[src/design/cmof_pkg.sv]
`default_nettype none
package cmof_pkg;

	localparam int DATA_W = 16;
	localparam logic [DATA_W-1:0] THR_RESET = 16'd768;

	// controller states
	typedef enum logic [3:0] {
		S_IDLE,
		S_RD_I,
		S_CAP_I,
		S_SCAN,
		S_DRAIN,
		S_TEST,
		S_M1,
		S_M2,
		S_M3,
		S_M4,
		S_M5,
		S_M6,
		S_M7,
		S_OUT
	} state_t;

	// controller to datapath commands
	typedef struct packed {
		logic store;
		logic cap;
		logic scan;
		logic next_i;
		logic take_med;
		logic m1;
		logic m2;
		logic m3;
		logic m4;
		logic m5;
		logic m6;
		logic m7;
		logic load_out;
	} cmd_t;

	// datapath to controller status
	typedef struct packed {
		logic scan_last;
		logic found;
		logic out_free;
	} status_t;

endpackage
`default_nettype wire

[src/design/cmof_ctrl.sv]
`default_nettype none
module cmof_ctrl (
	input  wire                clk,
	input  wire                arst_n,
	input  wire                in_valid,
	input  wire                in_last,
	output logic               in_ready,
	input  cmof_pkg::status_t  status,
	output cmof_pkg::cmd_t     cmd
);

	cmof_pkg::state_t state_q, state_d;

	// state register
	always_ff @(posedge clk or negedge arst_n) begin
		if (!arst_n) begin
			state_q <= cmof_pkg::S_IDLE;
		end else begin
			state_q <= state_d;
		end
	end

	// next state and commands
	always_comb begin
		state_d  = state_q;
		cmd      = '0;
		in_ready = 1'b0;
		case (state_q)
			cmof_pkg::S_IDLE: begin
				in_ready  = 1'b1;
				cmd.store = in_valid;
				if (in_valid && in_last) state_d = cmof_pkg::S_RD_I;
			end
			cmof_pkg::S_RD_I:  state_d = cmof_pkg::S_CAP_I;
			cmof_pkg::S_CAP_I: begin
				cmd.cap = 1'b1;
				state_d = cmof_pkg::S_SCAN;
			end
			cmof_pkg::S_SCAN: begin
				cmd.scan = 1'b1;
				if (status.scan_last) state_d = cmof_pkg::S_DRAIN;
			end
			cmof_pkg::S_DRAIN: state_d = cmof_pkg::S_TEST;
			cmof_pkg::S_TEST: begin
				if (status.found) begin
					cmd.take_med = 1'b1;
					state_d      = cmof_pkg::S_M1;
				end else begin
					cmd.next_i = 1'b1;
					state_d    = cmof_pkg::S_RD_I;
				end
			end
			cmof_pkg::S_M1: begin cmd.m1 = 1'b1; state_d = cmof_pkg::S_M2; end
			cmof_pkg::S_M2: begin cmd.m2 = 1'b1; state_d = cmof_pkg::S_M3; end
			cmof_pkg::S_M3: begin cmd.m3 = 1'b1; state_d = cmof_pkg::S_M4; end
			cmof_pkg::S_M4: begin cmd.m4 = 1'b1; state_d = cmof_pkg::S_M5; end
			cmof_pkg::S_M5: begin cmd.m5 = 1'b1; state_d = cmof_pkg::S_M6; end
			cmof_pkg::S_M6: begin cmd.m6 = 1'b1; state_d = cmof_pkg::S_M7; end
			cmof_pkg::S_M7: begin cmd.m7 = 1'b1; state_d = cmof_pkg::S_OUT; end
			cmof_pkg::S_OUT: begin
				if (status.out_free) begin
					cmd.load_out = 1'b1;
					state_d      = cmof_pkg::S_IDLE;
				end
			end
			default: state_d = cmof_pkg::S_IDLE;
		endcase
	end

endmodule
`default_nettype wire

[config.mk]
export PLATFORM = sky130hd
export DESIGN_NAME = cmof_ctrl
export DESIGN_NICKNAME = d
export VERILOG_FILES = /design/src/design/cmof_pkg.sv /design/src/design/cmof_ctrl.sv
export SDC_FILE = /design/constraint.sdc
export NUM_CORES = 1
export LEC_CHECK = 0
export BUFFER_PORTS_ARGS = -buffer_cell sky130_fd_sc_hd__buf_4
export CORE_AREA = 2 2 39 41
export CTS_CLUSTER_SIZE = 8
export DETAILED_ROUTE_END_ITERATION = 10
export DIE_AREA = 0 0 41 43
export HOLD_SLACK_MARGIN = 0.03
export SLEW_MARGIN = 0
export SYNTH_ARGS = -nofsm -noshare
export SYNTH_HDL_FRONTEND = slang
export SYNTH_SLANG_ARGS = --single-unit
[constraint.sdc]
create_clock -name clk -period 2 [get_ports clk]
set_input_delay 0.2 -clock clk [delete_from_list [all_inputs] [get_ports clk]]
set_output_delay 0.2 -clock clk [all_outputs]
set_load 0.05 [all_outputs]
==> flow_summary.json <==
{
  "clkTransAtPathRegs_ns": 0.04,
  "met1Wirelength_um": 444,
  "wl_per_cell_um": 10.5,
  "grt_pass1_wl_um": 1490,
  "io_buffers": 20,
  "pin_count": 21,
  "num_rows": 14,
  "netlist_top_cells_area": "dfrtp_1 25%, nor3_1 7.6%, o21ai_1 7.6%, nand2b_1 6.3%, nor2_1 5.7%",
  "whs_ns": 0.183,
  "nets": 83,
  "grt_start_max_net_pins": 17,
  "arrival_ns": 1.60,
  "final_util_pct": 42.1,
  "grt_usage_pct": 12.3,
  "synth_seq_area_share_pct": 25.3,
  "clockBufferDepth": 2,
  "grt_pass1_vias": 361,
  "fp.dieArea_sq_mm": 0.00176,
  "antennaDiodeCount": 0,
  "cts_buffers": 3,
  "firstDrtPassIters": 2,
  "vias_per_cell": 4.87,
  "peakVddDrop_mv": 0.679,
  "overflow": 0,
  "multi_input_area_sq_um": 269,
  "min_period_over_period_pct": 90.2,
  "root_buffer": "clkbuf_4",
  "largest_reg_flops": 4,
  "cts_max_level": 1,
  "cts_tree": "built",
  "tightest_slew_ns": 0.524,
  "powerDensity_mw_per_mm2": 1720,
  "place_hpwl_um": 705,
  "status": "finished, final reports clean",
  "worstSetupStartpointType": "flip-flop",
  "crit_path_top_delay_cell": "dfrtp_1",
  "num-fill-cells": 150,
  "layout_common_cells": "20 x buf_4, 6 x nor2_1, 6 x nor3_1, 6 x o21ai_1",
  "setup_violations": 0,
  "rsz0062_at_grt": "no",
  "skew_ns": 0.000215,
  "post-cts-setup-buffers": 0,
  "wl_met3_um": 46,
  "period_needed_ns": 1.80,
  "path_cells": "nor2b_1 -> nand3_1 -> nor2_1 -> buf_4",
  "max_flop_register": "state_q",
  "synth_seq_cells": 4,
  "die_h_um": 43,
  "yosysTopAreaCell": "dfrtp_1",
  "postSynthAreaPerCell_sq_um": 7.32,
  "p_leak_nw": 0.266,
  "drcViolationCount": 0,
  "routed_wl_um": 947,
  "gp_congestion": 0.718,
  "required_ns": 1.80,
  "synth_top_cell_area_share_pct": 25.3,
  "ys.warnings.count": 0,
  "maxCapViolations": 0,
  "critPathCaptureType": "output pin",
  "areaGrowthSynthToFinish_pct": 47.5,
  "final_common_cell": "buf_4",
  "synth_nets": 61,
  "path_max_fanout": 13,
  "cts_sinks": 4,
  "synthDistinctLibCells": 25,
  "regArea_sq_um": 100,
  "slew_headroom_pct": 65.0,
  "drive_gt1_share_pct": 39.2,
  "maxSlewViolCount": 0,
  "vias": 438,
  "largestRegisters": "state_q x4",
  "finalPower_mw": 1.00,
  "syn-cell-area_sq_um": 395,
  "drt.antenna.violating_nets": 0,
  "hp-class": "in2reg",
  "top_layer_used": "met4",
  "start_util_pct": 28.6,
  "drtIter0Drc": 2,
  "die_w_um": 41,
  "crit_path_max_incr_delay_ns": 0.60,
  "clk_latency_ns": 0.23,
  "worst-setup-path-type": "reg2out",
  "wl_met2_um": 441,
  "timing.setup.tns_ns": 0,
  "synth_cells": 54,
  "fmax_mhz": 555,
  "antenna_found_initial": 0,
  "finalHoldViolations": 0,
  "coreArea_sq_mm": 0.00138
}
## worst max-delay path: cells and delay by family, from the launching register on
| kind | cells | cell delay, ns |
|---|---|---|
| buf+inv | 1 | 0.21 |
| flops | 1 | 0.60 |
| simple gates | 3 | 0.56 |
## per-layer routing
metal / vias to the layer above / global-route usage [%]
met5: - / 0
met4: 0 / 8.00
met3: 2 / 1.57
met2: 11 / 16.6
met1: 192 / 17.7
li1: 233 / -
## area by class of cell
class / instances / share of cell area [%]
Multi-Input combinational cell: 43 / 46.1
Sequential cell: 4 / 17.2
Inverter: 3 / 1.93
Tap cell: 16 / 3.43
Clock buffer: 3 / 3.86
Timing Repair Buffer: 21 / 27.5
## through the flow
step	instances	area, sq um	setup WS (ns)
floorplan	54	409	0.00482
global placement	86	551	0.435
detailed placement	86	551	0.466
CTS	90	583	0.207
global route	90	583	0.0796
finish	90	583	0.197
## Yosys cell counts
cell type,n
nor2_1,6
nor3_1,6
o21ai_1,6
a21oi_1,4
dfrtp_1,4
nand2_1,4
nand2b_1,4
buf_2,2
inv_1,2
a211oi_2,1
a21boi_1,1
and2_1,1
and3_1,1
and4b_1,1
and4bb_2,1
buf_4,1
buf_6,1
inv_2,1
nand3_1,1
nor2b_1,1
nor3b_1,1
nor4_2,1
nor4b_2,1
o21ai_0,1
o22ai_1,1
## logic make-up (layout without fill, tap and decap cells)
group / Yosys count / count (layout) / synth area share [%]
AO/OA/AOI/OAI: 14 / 14 / 20.6
buffers and inverters: 7 / 27 / 10.1
flip-flops: 4 / 4 / 25.3
AND/OR/NAND/NOR: 29 / 29 / 44.0
## path summary, 6_finish.rpt
check,startpoint,end,slack [ns],depth (start not counted)
setup / recovery,state_q[0],cmd[0],0.20,4
hold / removal,status[0],state_q[2],0.18,2
setup reg to reg,state_q[3],state_q[0],0.55,4
hold reg to reg,state_q[1],state_q[1],0.82,2
max in group asynchronous,arst_n,state_q[3],1.61,2
min in group asynchronous,arst_n,state_q[0],0.29,2
## power breakdown
part	internal [mW]	switching, mW
logic	0.229	0.399
clock network	0.0670	0.0308
registers	0.120	0.159
## timing repair
action,in CTS,in global routing
hold endpoints to repair,4,0
hold buffers,1,0
setup endpoints to repair,0,0
gates resized for setup,0,0
No activity file was read; power rests on OpenSTA's default activity.
